--- config.mk ---
export PLATFORM = sky130hd
export DESIGN_NAME = http_response_framer
export DESIGN_NICKNAME = d
export VERILOG_FILES = /design/src/sv/hrf_pkg.sv /design/src/sv/hrf_hdr_scan.sv /design/src/sv/hrf_len_acc.sv /design/src/sv/http_response_framer.sv
export VERILOG_INCLUDE_DIRS = /design/src /design/src/sv
export SDC_FILE = /design/constraint.sdc
export NUM_CORES = 1
export LEC_CHECK = 0
export ABC_AREA = 1
export BUFFER_PORTS_ARGS = -buffer_cell sky130_fd_sc_hd__buf_2
export CORE_MARGIN = 1.5
export CORE_UTILIZATION = 25
export DETAILED_ROUTE_END_ITERATION = 16
export GPL_TIMING_DRIVEN = 0
export SLEW_MARGIN = 30
export SYNTH_ARGS = -nofsm -noshare
export SYNTH_HDL_FRONTEND = slang
export SYNTH_SLANG_ARGS = --single-unit
--- constraint.sdc ---
create_clock -name clk -period 3.46 [get_ports clk]
set_input_delay 0.346 -clock clk [delete_from_list [all_inputs] [get_ports clk]]
set_output_delay 0.346 -clock clk [all_outputs]
set_load 0.01 [all_outputs]
--- src/sv/http_response_framer_assert.svh ---
// Assertion macros for the HTTP response framer.
// Expects clk and rst_n in scope at the point of use; no other dependencies.
`ifndef HTTP_RESPONSE_FRAMER_ASSERT_SVH
`define HTTP_RESPONSE_FRAMER_ASSERT_SVH

`ifndef SYNTH

`define HRF_ASSERT_IMPLY(lbl, ante, cons) \
  lbl: assert property (@(posedge clk) disable iff (!rst_n) (ante) |-> (cons)) \
    else $error("framer assertion failed: same-cycle implication");

`define HRF_ASSERT_NEXT(lbl, ante, cons) \
  lbl: assert property (@(posedge clk) disable iff (!rst_n) (ante) |=> (cons)) \
    else $error("framer assertion failed: next-cycle implication");

`else

`define HRF_ASSERT_IMPLY(lbl, ante, cons)

`define HRF_ASSERT_NEXT(lbl, ante, cons)

`endif

`endif

--- src/sv/hrf_pkg.sv ---
// Shared types, codes and constants for the HTTP response framer.
// No dependencies; imported by every framer module.
`timescale 1ns / 1ps
`default_nettype none

package hrf_pkg;

  localparam int LengthBits = 32;
  localparam int KeyLen     = 15;
  localparam int OutLenBits = 32;

  typedef logic [LengthBits-1:0] len_t;
  typedef logic [4:0]            mpos_t;

  localparam mpos_t MatchFailed = 5'd31;

  localparam logic [7:0] CharCr    = 8'h0d;
  localparam logic [7:0] CharLf    = 8'h0a;
  localparam logic [7:0] CharSpace = 8'h20;
  localparam logic [7:0] CharTab   = 8'h09;
  localparam logic [7:0] CharZero  = 8'h30;
  localparam logic [7:0] CharNine  = 8'h39;
  localparam logic [7:0] CharUpA   = 8'h41;
  localparam logic [7:0] CharUpZ   = 8'h5a;
  localparam logic [7:0] CaseGap   = 8'h20;

  typedef enum logic [1:0] {
    OP_DATA    = 2'd0,
    OP_CLOSE   = 2'd1,
    OP_RESTART = 2'd2
  } op_t;

  typedef enum logic [2:0] {
    PH_HEADER      = 3'd0,
    PH_COUNTED     = 3'd1,
    PH_UNTIL_CLOSE = 3'd2,
    PH_COMPLETE    = 3'd3,
    PH_INCOMPLETE  = 3'd4
  } phase_t;

  typedef enum logic [1:0] {
    VM_NONE   = 2'd0,
    VM_SKIP   = 2'd1,
    VM_DIGITS = 2'd2,
    VM_DONE   = 2'd3
  } vmode_t;

  typedef enum logic [1:0] {
    LEN_HOLD  = 2'd0,
    LEN_CLEAR = 2'd1,
    LEN_DIGIT = 2'd2
  } len_op_t;

  typedef struct packed {
    logic   prev_cr;
    logic   has_chars;
    mpos_t  match_pos;
    vmode_t vmode;
  } line_t;

  typedef struct packed {
    line_t      line;
    len_op_t    len_op;
    logic [3:0] digit;
    logic       hdr_end;
    logic       set_have;
  } scan_t;

  localparam line_t LineClear = '{
    prev_cr:   1'b0,
    has_chars: 1'b0,
    match_pos: 5'd0,
    vmode:     VM_NONE
  };

  // "content-length:" in lower case
  function automatic logic [7:0] key_char(input mpos_t pos);
    logic [7:0] c;
    case (pos)
      5'd0:    c = 8'h63;
      5'd1:    c = 8'h6f;
      5'd2:    c = 8'h6e;
      5'd3:    c = 8'h74;
      5'd4:    c = 8'h65;
      5'd5:    c = 8'h6e;
      5'd6:    c = 8'h74;
      5'd7:    c = 8'h2d;
      5'd8:    c = 8'h6c;
      5'd9:    c = 8'h65;
      5'd10:   c = 8'h6e;
      5'd11:   c = 8'h67;
      5'd12:   c = 8'h74;
      5'd13:   c = 8'h68;
      5'd14:   c = 8'h3a;
      default: c = 8'h00;
    endcase
    return c;
  endfunction

endpackage

`default_nettype wire

--- src/sv/hrf_hdr_scan.sv ---
// Header byte scanner: line ends, key match and value-mode tracking.
// Depends on hrf_pkg.
`timescale 1ns / 1ps
`default_nettype none

module hrf_hdr_scan (
  input  wire logic [7:0]     data_byte,
  input  wire hrf_pkg::line_t line_i,
  output hrf_pkg::scan_t      scan_o
);
  import hrf_pkg::*;

  logic [7:0] lc;
  logic       is_ws;
  logic       is_digit;
  vmode_t     mode;

  assign is_ws    = (data_byte == CharSpace) || (data_byte == CharTab);
  assign is_digit = (data_byte >= CharZero) && (data_byte <= CharNine);
  assign lc       = ((data_byte >= CharUpA) && (data_byte <= CharUpZ)) ?
                    8'(data_byte + CaseGap) : data_byte;

  always_comb begin
    scan_o          = '0;
    scan_o.line     = line_i;
    scan_o.len_op   = LEN_HOLD;
    scan_o.digit    = 4'(data_byte - CharZero);
    scan_o.hdr_end  = 1'b0;
    scan_o.set_have = 1'b0;
    mode            = line_i.vmode;
    if (line_i.prev_cr && (data_byte == CharLf)) begin
      scan_o.line    = LineClear;
      scan_o.hdr_end = !line_i.has_chars;
    end else begin
      scan_o.line.has_chars = line_i.has_chars | line_i.prev_cr | (data_byte != CharCr);
      scan_o.line.prev_cr   = (data_byte == CharCr);
      if ((mode == VM_SKIP) && !is_ws) begin
        mode = VM_DIGITS;
      end
      case (mode)
        VM_SKIP: begin
        end
        VM_DIGITS: begin
          if (is_digit) begin
            scan_o.len_op     = LEN_DIGIT;
            scan_o.line.vmode = VM_DIGITS;
          end else begin
            scan_o.line.vmode = VM_DONE;
          end
        end
        VM_DONE: begin
        end
        default: begin
          if (line_i.match_pos < mpos_t'(KeyLen)) begin
            if (lc == key_char(line_i.match_pos)) begin
              scan_o.line.match_pos = mpos_t'(line_i.match_pos + 5'd1);
              if (line_i.match_pos == mpos_t'(KeyLen - 1)) begin
                scan_o.line.vmode = VM_SKIP;
                scan_o.len_op     = LEN_CLEAR;
                scan_o.set_have   = 1'b1;
              end
            end else begin
              scan_o.line.match_pos = MatchFailed;
            end
          end
        end
      endcase
    end
  end

endmodule

`default_nettype wire

--- src/sv/hrf_len_acc.sv ---
// Saturating decimal accumulator for the content length: len * 10 + digit.
// Depends on hrf_pkg.
`timescale 1ns / 1ps
`default_nettype none

module hrf_len_acc (
  input  wire hrf_pkg::len_t len_i,
  input  wire logic [3:0]    digit,
  output hrf_pkg::len_t      len_o
);
  import hrf_pkg::*;

  logic [LengthBits+3:0] wide;
  logic [LengthBits+3:0] ext;

  assign ext  = {4'b0000, len_i};
  assign wide = (ext << 3) + (ext << 1) + {{LengthBits{1'b0}}, digit};

  // saturate on any carry past the length width
  assign len_o = (wide[LengthBits+3:LengthBits] != 4'b0000) ? '1 : wide[LengthBits-1:0];

endmodule

`default_nettype wire

--- src/sv/http_response_framer.sv ---
// HTTP response framer: takes one response byte or event per beat and reports, for every
// beat, the framing status, whether a content-length header was seen and its value.
// Throughput is one beat per cycle unless stalled; a taken beat waits in the input register
// and its result is written to the result register once the output advances, the whole state
// update being combinational. The input stalls only while both registers hold a beat and out_ready is low.
// Uses hrf_pkg, hrf_hdr_scan, hrf_len_acc and http_response_framer_assert.svh.
`timescale 1ns / 1ps
`default_nettype none

module http_response_framer (
  input  wire logic        clk,
  input  wire logic        rst_n,
  input  wire logic        in_valid,
  output logic             in_ready,
  input  wire logic [1:0]  in_op,
  input  wire logic [7:0]  in_data_byte,
  output logic             out_valid,
  input  wire logic        out_ready,
  output logic [2:0]       out_status,
  output logic             out_length_known,
  output logic [31:0]      out_body_length
);
  import hrf_pkg::*;

  `include "http_response_framer_assert.svh"

  logic       v0_r;
  logic [1:0] op_r;
  logic [7:0] byte_r;
  logic       adv;
  logic       proc;

  phase_t phase_r, phase_nxt;
  line_t  line_r, line_nxt;
  len_t   parsed_r, parsed_nxt;
  logic   have_r, have_nxt;
  len_t   count_r, count_nxt;

  logic                  out_valid_r;
  logic [2:0]            status_r;
  logic                  known_r;
  logic [OutLenBits-1:0] blen_r;

  scan_t scan;
  len_t  acc_len;

  hrf_hdr_scan u_scan (
    .data_byte (byte_r),
    .line_i    (line_r),
    .scan_o    (scan)
  );

  hrf_len_acc u_acc (
    .len_i (parsed_r),
    .digit (scan.digit),
    .len_o (acc_len)
  );

  assign adv      = !out_valid_r || out_ready;
  assign in_ready = !v0_r || adv;
  assign proc     = v0_r && adv;

  always_comb begin
    phase_nxt  = phase_r;
    line_nxt   = line_r;
    parsed_nxt = parsed_r;
    have_nxt   = have_r;
    count_nxt  = count_r;
    case (op_r)
      OP_RESTART: begin
        phase_nxt  = PH_HEADER;
        line_nxt   = LineClear;
        parsed_nxt = '0;
        have_nxt   = 1'b0;
        count_nxt  = '0;
      end
      OP_CLOSE: begin
        if ((phase_r == PH_HEADER) || (phase_r == PH_COUNTED)) begin
          phase_nxt = PH_INCOMPLETE;
        end else if (phase_r == PH_UNTIL_CLOSE) begin
          phase_nxt = PH_COMPLETE;
        end
      end
      OP_DATA: begin
        if (phase_r == PH_HEADER) begin
          line_nxt = scan.line;
          have_nxt = have_r | scan.set_have;
          case (scan.len_op)
            LEN_CLEAR: parsed_nxt = '0;
            LEN_DIGIT: parsed_nxt = acc_len;
            default:   parsed_nxt = parsed_r;
          endcase
          if (scan.hdr_end) begin
            if (!have_r) begin
              phase_nxt = PH_UNTIL_CLOSE;
            end else if (parsed_r == '0) begin
              phase_nxt = PH_COMPLETE;
            end else begin
              phase_nxt = PH_COUNTED;
            end
          end
        end else if (phase_r == PH_COUNTED) begin
          count_nxt = len_t'(count_r + 1'b1);
          if (count_nxt >= parsed_r) begin
            phase_nxt = PH_COMPLETE;
          end
        end
      end
      default: begin
      end
    endcase
  end

  always_ff @(posedge clk) begin
    if (!rst_n) begin
      v0_r        <= 1'b0;
      out_valid_r <= 1'b0;
      phase_r     <= PH_HEADER;
      line_r      <= LineClear;
      parsed_r    <= '0;
      have_r      <= 1'b0;
      count_r     <= '0;
    end else begin
      if (in_ready) begin
        v0_r <= in_valid;
      end
      if (adv) begin
        out_valid_r <= v0_r;
      end
      if (proc) begin
        phase_r  <= phase_nxt;
        line_r   <= line_nxt;
        parsed_r <= parsed_nxt;
        have_r   <= have_nxt;
        count_r  <= count_nxt;
      end
    end
  end

  always_ff @(posedge clk) begin
    if (in_valid && in_ready) begin
      op_r   <= in_op;
      byte_r <= in_data_byte;
    end
    if (proc) begin
      status_r <= phase_nxt;
      known_r  <= have_nxt;
      blen_r   <= OutLenBits'(parsed_nxt);
    end
  end

  assign out_valid        = out_valid_r;
  assign out_status       = status_r;
  assign out_length_known = known_r;
  assign out_body_length  = blen_r;

  `HRF_ASSERT_NEXT(a_final_holds,
                   proc && (phase_r == PH_COMPLETE) && (op_r != OP_RESTART),
                   phase_r == PH_COMPLETE)
  `HRF_ASSERT_IMPLY(a_no_len_zero, !have_r, parsed_r == '0)
  `HRF_ASSERT_IMPLY(a_counted_len, phase_r == PH_COUNTED, have_r && (parsed_r != '0))
  `HRF_ASSERT_IMPLY(a_stall_full, !in_ready, v0_r && out_valid_r)

endmodule

`default_nettype wire
# --- Word level (Yosys, flattened, before mapping) ---
# Memories as Yosys holds them, arrays and structs flattened. A register that Yosys moved wholly into a read port is not among the register bits.
# Index checks and enable logic that the tools add are counted.
totals:
  word_cells: 127
  register_bits: 125
  mem_count: 1
  inputBits: 14
  rom_bits: 112
  out_inout_bits: 38
classes:
  bitwise: 3
  n_reduce_logical: 25
  addsub: 6
  n_lt_le_gt_ge: 6
  eq_ne: 26
  mux: 45
memory_table:
  columns: ["memory", "words", "width", "read_ports", "rd_clocked_by_memory_dff", "wr", "line_no", "rtl"]
  rows:
  - ["(no name shown)", 16, 7, 1, 1, 0, "hrf_pkg.sv:79", "case (pos)"]
op_table:
  columns: ["op", "n"]
  rows:
  - ["32-bit one-hot mux with 2 select lines", 3]
  - ["32-bit 2-to-1 mux", 4]
  - ["8-bit 2-to-1 mux", 5]
  - ["35-bit by 33-bit adder with 36-bit output", 1]
  - ["36-bit by 4-bit adder with 36-bit output", 1]
  - ["32-bit by 1-bit adder with 32-bit output (second input constant)", 1]
  - ["32-bit greater-or-equal comparator", 1]
  - ["32-bit zero test", 1]
  - ["9-bit 2-to-1 mux", 3]
  - ["8-bit by 4-bit == test with 1-bit output (second input constant)", 3]
  - ["3-bit 2-to-1 mux", 6]
  - ["9-bit one-hot mux with 2 select lines", 1]
  - ["4-bit 2-to-1 mux", 4]
  - ["2-bit 2-to-1 mux", 6]
  - ["4-bit by 1-bit != test with 1-bit output (second input constant)", 3]
  - ["5-bit 2-to-1 mux", 2]
  - ["3-bit one-hot mux with 3 select lines", 1]
  - ["8-bit by 6-bit adder with 8-bit output (second input constant)", 1]
  - ["2-bit by 1-bit == test with 1-bit output (second input constant)", 4]
  - ["2-bit == test (second input constant)", 4]
  - ["8-bit by 6-bit == test with 1-bit output (second input constant)", 1]
  - ["8-bit == test", 1]
  - ["8-bit by 6-bit greater-or-equal comparator with 1-bit output (second input constant)", 1]
  - ["8-bit by 7-bit greater-or-equal comparator with 1-bit output (second input constant)", 1]
  - ["other kinds (29)", 52]

# --- Longest topological paths before layout ---
logic_depth:
  ltp_word: 19
  mapped_depth: 24
  depth_no_buf: 23

# --- By module ---
# From an unflattened synthesis, not the netlist that was laid out.
hier_totals:
  cells_unflattened: 1593
  area_unflattened_um2: 10938.0
by_module_without_submodules:
  columns: ["module", "cells_per_inst", "area_per_inst_um2", "n_inst", "seq_area_each_um2"]
  rows:
  - ["http_response_framer", 846, 6760.2, 1, 2962.8]
  - ["hrf_len_acc", 566, 3270.6, 1, 0.0]
  - ["hrf_hdr_scan", 181, 907.1, 1, 0.0]

# --- Worst setup path before layout ---
# OpenSTA, ideal clock, no wires.
synth_timing:
  path_type: "register to register"
  startpoint: "register byte_r[3]"
  endpoint: "register blen_r[9], in the netlist out_body_length[9], data pin"
  required_time_ns: 3.193
  period_less_slack_ns: 2.934
  arrival_time_ns: 2.668
  path_slack_ns: 0.526
  setup_ns: 0.267
  path_stages_with_launch: 21
  path_buffers: 1
  cell_sequence: "edfxtp_1 > inv_2 > fa_1 > fa_1 > inv_1 > nand2_1 > nand2_1 > nand3_1 > nand2_1 > nand2_1 > nand2_2 > nand2_1 > nand3_1 > nand2_1 > nor2_4 > buf_4 > nand3_1 > nand2_1 > nand2_1 > nand2_1 > o21ai_0"
synth_between:
  elab_chain_len: 14
  elab_cells_between_ends: 36
  classes_between: "add/sub (3); order compare (4); eq/ne (9); mux (12); reduce/logical (8)"
synth_lines:
  columns: ["element", "line_no", "rtl"]
  rows:
  - ["start: declaration", "http_response_framer.sv:29", "logic [7:0] byte_r;"]
  - ["start signal: assignment", "http_response_framer.sv:143", "byte_r <= in_data_byte;"]
  - ["branches (longest 11 deep; another with 36-bit by 4-bit adder with 36-bit output)", null, null]
  - ["32-bit one-hot mux with 2 select lines (*)", "http_response_framer.sv:88", "case (scan.len_op)"]
  - ["32-bit 2-to-1 mux (*)", "http_response_framer.sv:85", "if (phase_r == PH_HEADER) begin"]
  - ["32-bit one-hot mux with 2 select lines (*)", "http_response_framer.sv:69", "case (op_r)"]
  - ["named net parsed_nxt[9]", "http_response_framer.sv:35", "len_t parsed_r, parsed_nxt;"]
  - ["end signal: assignment", "http_response_framer.sv:148", "blen_r <= OutLenBits'(parsed_nxt);"]
  - ["end: declaration", "http_response_framer.sv:42", "logic [OutLenBits-1:0] blen_r;"]
# Mark *: on every way through the listed nets, which the timed path passes. The select of a mux whose other input is x is not followed.
# A chain may end at the register's enable or synchronous reset.

# --- Worst setup path after layout ---
layout_timing:
  startpoint: "register count_r[0]"
  endpoint: "register status_r[1], in the netlist out_status[1], data pin"
layout_between:
  elab_chain_len: 6
layout_lines:
  columns: ["element", "line_no", "rtl"]
  rows:
  - ["start: declaration", "http_response_framer.sv:37", "len_t count_r, count_nxt;"]
  - ["start signal: assignment", "http_response_framer.sv:135", "count_r <= count_nxt;"]
  - ["32-bit by 1-bit adder with 32-bit output", "http_response_framer.sv:103", "count_nxt = len_t'(count_r + 1'b1);"]
  - ["32-bit greater-or-equal comparator", "http_response_framer.sv:104", "if (count_nxt >= parsed_r) begin"]
  - ["3-bit 2-to-1 mux", "http_response_framer.sv:104", null]
  - ["3-bit 2-to-1 mux", "http_response_framer.sv:102", "end else if (phase_r == PH_COUNTED) begin"]
  - ["3-bit 2-to-1 mux", "http_response_framer.sv:85", null]
  - ["3-bit one-hot mux with 3 select lines", "http_response_framer.sv:69", null]
  - ["named net phase_nxt[1]", "http_response_framer.sv:33", "phase_t phase_r, phase_nxt;"]
  - ["end signal: assignment", "http_response_framer.sv:146", "status_r <= phase_nxt;"]
  - ["end: declaration", "http_response_framer.sv:40", "logic [2:0] status_r;"]
# The timed path passes the listed nets, and every way through them passes these cells.

==> results.json <==
{
  "finalSetupViolations": 0,
  "synth_nets": 1729,
  "wl_um": 32700,
  "synthTopCellsByArea": "nand2_1, dfxtp_1, edfxtp_1",
  "ys_seq_area_frac": 0.288,
  "rsz0062_at_grt": "yes",
  "rows": 75,
  "n_antenna_cell": 0,
  "synthArstFlopShare": 0,
  "clock.fmax_ghz": 0.295,
  "die_h_um": 211,
  "drv_slew": 0,
  "dp_hpwl_um": 25200,
  "areaGrowthSynthToFinish_pct": 21.5,
  "max_slew.worst_pin.slew_ps": 742,
  "synth_area_um2": 10800,
  "cts_buffer_depth": 2,
  "grt_max_degree": 46,
  "status": "completed",
  "power_leakage_nw": 6.17,
  "holdCritPathClass": "in -> reg",
  "drv_cap": 0,
  "cp-end-kind": "flip-flop",
  "numCtsBuffers": 17,
  "max-slew-margin-rel": 0.506,
  "worst_ep_required_time_ps": 3630,
  "crit_family": "simple AND/OR/NAND/NOR gates",
  "min_period_over_period": 0.979,
  "synth_top_area_frac": 0.189,
  "synth.distinct_cells": 51,
  "drc": 0,
  "cp.arrival_ps": 3560,
  "synth_edf_count": 46,
  "portBuffers": 51,
  "start_kind": "flip-flop",
  "initial_utilization": 0.255,
  "finalCriticalPeriod_ps": 3390,
  "syn_area_per_cell_um2": 6.70,
  "worst-setup-path-type": "reg -> reg",
  "drt_iter0_markers": 787,
  "gp_congestion": 0.922,
  "whs_ps": 66.2,
  "syn_inst": 1607,
  "hold_buffers": 0,
  "fp.dieW_um": 211,
  "clk_pin_slew_ps": 60,
  "cts_root_buf": "clkbuf_16",
  "wire_per_inst_um": 14.4,
  "antenna_left": 0,
  "vias": 10700,
  "cts_sinks": 132,
  "yosysTopAreaCell": "nand2_1",
  "vias_per_cell": 4.71,
  "antenna_found_initial": 0,
  "synth_warnings": 0,
  "cts_tree": "done",
  "hold_violations": 0,
  "p_total_mw": 3.83,
  "h-tree-depth": 4,
  "crit_chain": "nand2_2 > nor2_4 > nand3_4 > nor2_4 > inv_2 > nor2_4 > nand4_4 > nor2_2 > nand2_1 > nor2_2 > nand2_2 > xnor2_2 > ha_4 > nand2_1 > nor2_1 > a211oi_2 > o211ai_1 > a21oi_2 > nand4_1 > nand2_1 > o21ai_0",
  "worstPathMaxFanout": 5,
  "netlist_top_cells_count": "nand2_1, inv_1, a21oi_1, nand3_1, ha_1",
  "synth-main-ff-cell": "dfxtp_1",
  "grt_pass1_wl_um": 50700,
  "nets": 1839,
  "finalClockSkew_ps": 9.01,
  "ioPinCount": 52,
  "synth_seq_cells": 132,
  "cp_slowest_cell": "dfxtp_4",
  "cp_num_buf_inv": 1,
  "core_um2": 42200,
  "fin_util": 0.310,
  "yosysMostFrequentCell": "nand2_1",
  "grt_pass1_vias": 9725,
  "irDropWorstVdd_mv": 0.355,
  "die_area_um2": 44300,
  "grt-ovfl-total": 0,
  "drt_pre_antenna_iters": 5,
  "cpPeakStageDelay_ps": 370,
  "dp.cells": 2197,
  "insertion_delay_ps": 450,
  "p_per_area_nw_per_um2": 293,
  "grt_util_all_layers": 0.145,
  "drive_above_1_share": 0.164,
  "stdcell_count": 2269
}
per-layer routing:
metal	vias up	global-route usage	routed length, um
met3	44	0.0243	1930
met2	284	0.228	14300
li1	5458	-	-
met1	4909	0.202	15800
met4	0	0.0456	636
met5	-	0	0
power breakdown:
group	internal [mW]	switching [mW]	total, mW
logic	0.0968	0.217	0.314
clock network	1.08	0.759	1.84
registers	1.65	0.0288	1.68
total	2.83	1.00	3.83
sequential cells by signal (all words and copies together), names as in the netlist, named ones only:
name              cells
have_r                1
parsed_r             32
v0_r                  1
line_r                9
count_r              32
out_status            3
byte_r                8
out_body_length      32
op_r                  2
out_valid             1
out_length_known      1
phase_r               3
path summary, 6_finish.rpt:
check,start,end,slack [ps],depth (start not counted)
setup / recovery,count_r[0],out_status[1],70,21
hold / removal,in_data_byte[7],byte_r[7],70,1
hold reg to reg,line_r[8],line_r[8],480,2
setup reg to reg,count_r[0],out_status[1],70,21
worst reg2reg max path: cells and delay by family, from the launching register on:
kind | cells | cell delay [ps]
AO/OA/AOI/OAI | 4 | 620
XOR/XNOR | 1 | 240
adder cells (fa/ha/maj) | 1 | 250
buffers and inverters | 1 | 90
flip-flops | 1 | 370
AND/OR/NAND/NOR | 14 | 1540
area by class of cell:
type	instances	area (um2)
fill	4610	29200
multi-input combinational	1218	6960
sequential	132	3120
inverter	211	792
tap	539	674
timing repair buffer	92	666
clock buffer	18	439
buffer	45	270
clock inverter	14	154
repair_timing:
action / CTS / global route
resized for setup: 41 / 93
pin swaps: 7 / 29
setup endpoints to repair: 63 / 66
setup buffers: 11 / 22
cloned: 0 / 8
layout by cell type (no fill, tap or decap), drive strengths merged, types with 3 or more instances in the layout:
cell        n
nand4      25
clkinv      7
inv       213
nand3b      9
o21bai      4
nor2      108
buf       109
ha        106
nor4       13
nand3     122
and3        3
xnor2      30
edfxtp     46
clkbuf     46
clkinvlp    3
dfxtp      86
o21ai      52
nor3       16
a21oi     120
o211ai      3
nand2     563
xor2       23
a211oi      4
cell families (layout without fill, tap and decap cells):
group,Yosys count,after routing,share of synthesized area
flip-flops,132,132,0.288
buffers and inverters,257,380,0.0931
AND/OR/NAND/NOR,865,865,0.351
AO/OA/AOI/OAI,192,192,0.0958
XOR/XNOR,53,53,0.0452
adder cells (fa/ha/maj),108,108,0.127
metrics by stage:
step	setup WS [ps]	area, um2	setup TNS (ps)
2_1_floorplan	526	10800	0
3_3_place_gp	-443	11700	-11700
3_5_place_dp	-449	11700	-13630
4_1_cts	-6.51	12500	-6.51
5_1_grt	-134	13100	-638
6_report	71.6	13100	0
Note: power is estimated with default switching activity, not from simulation.
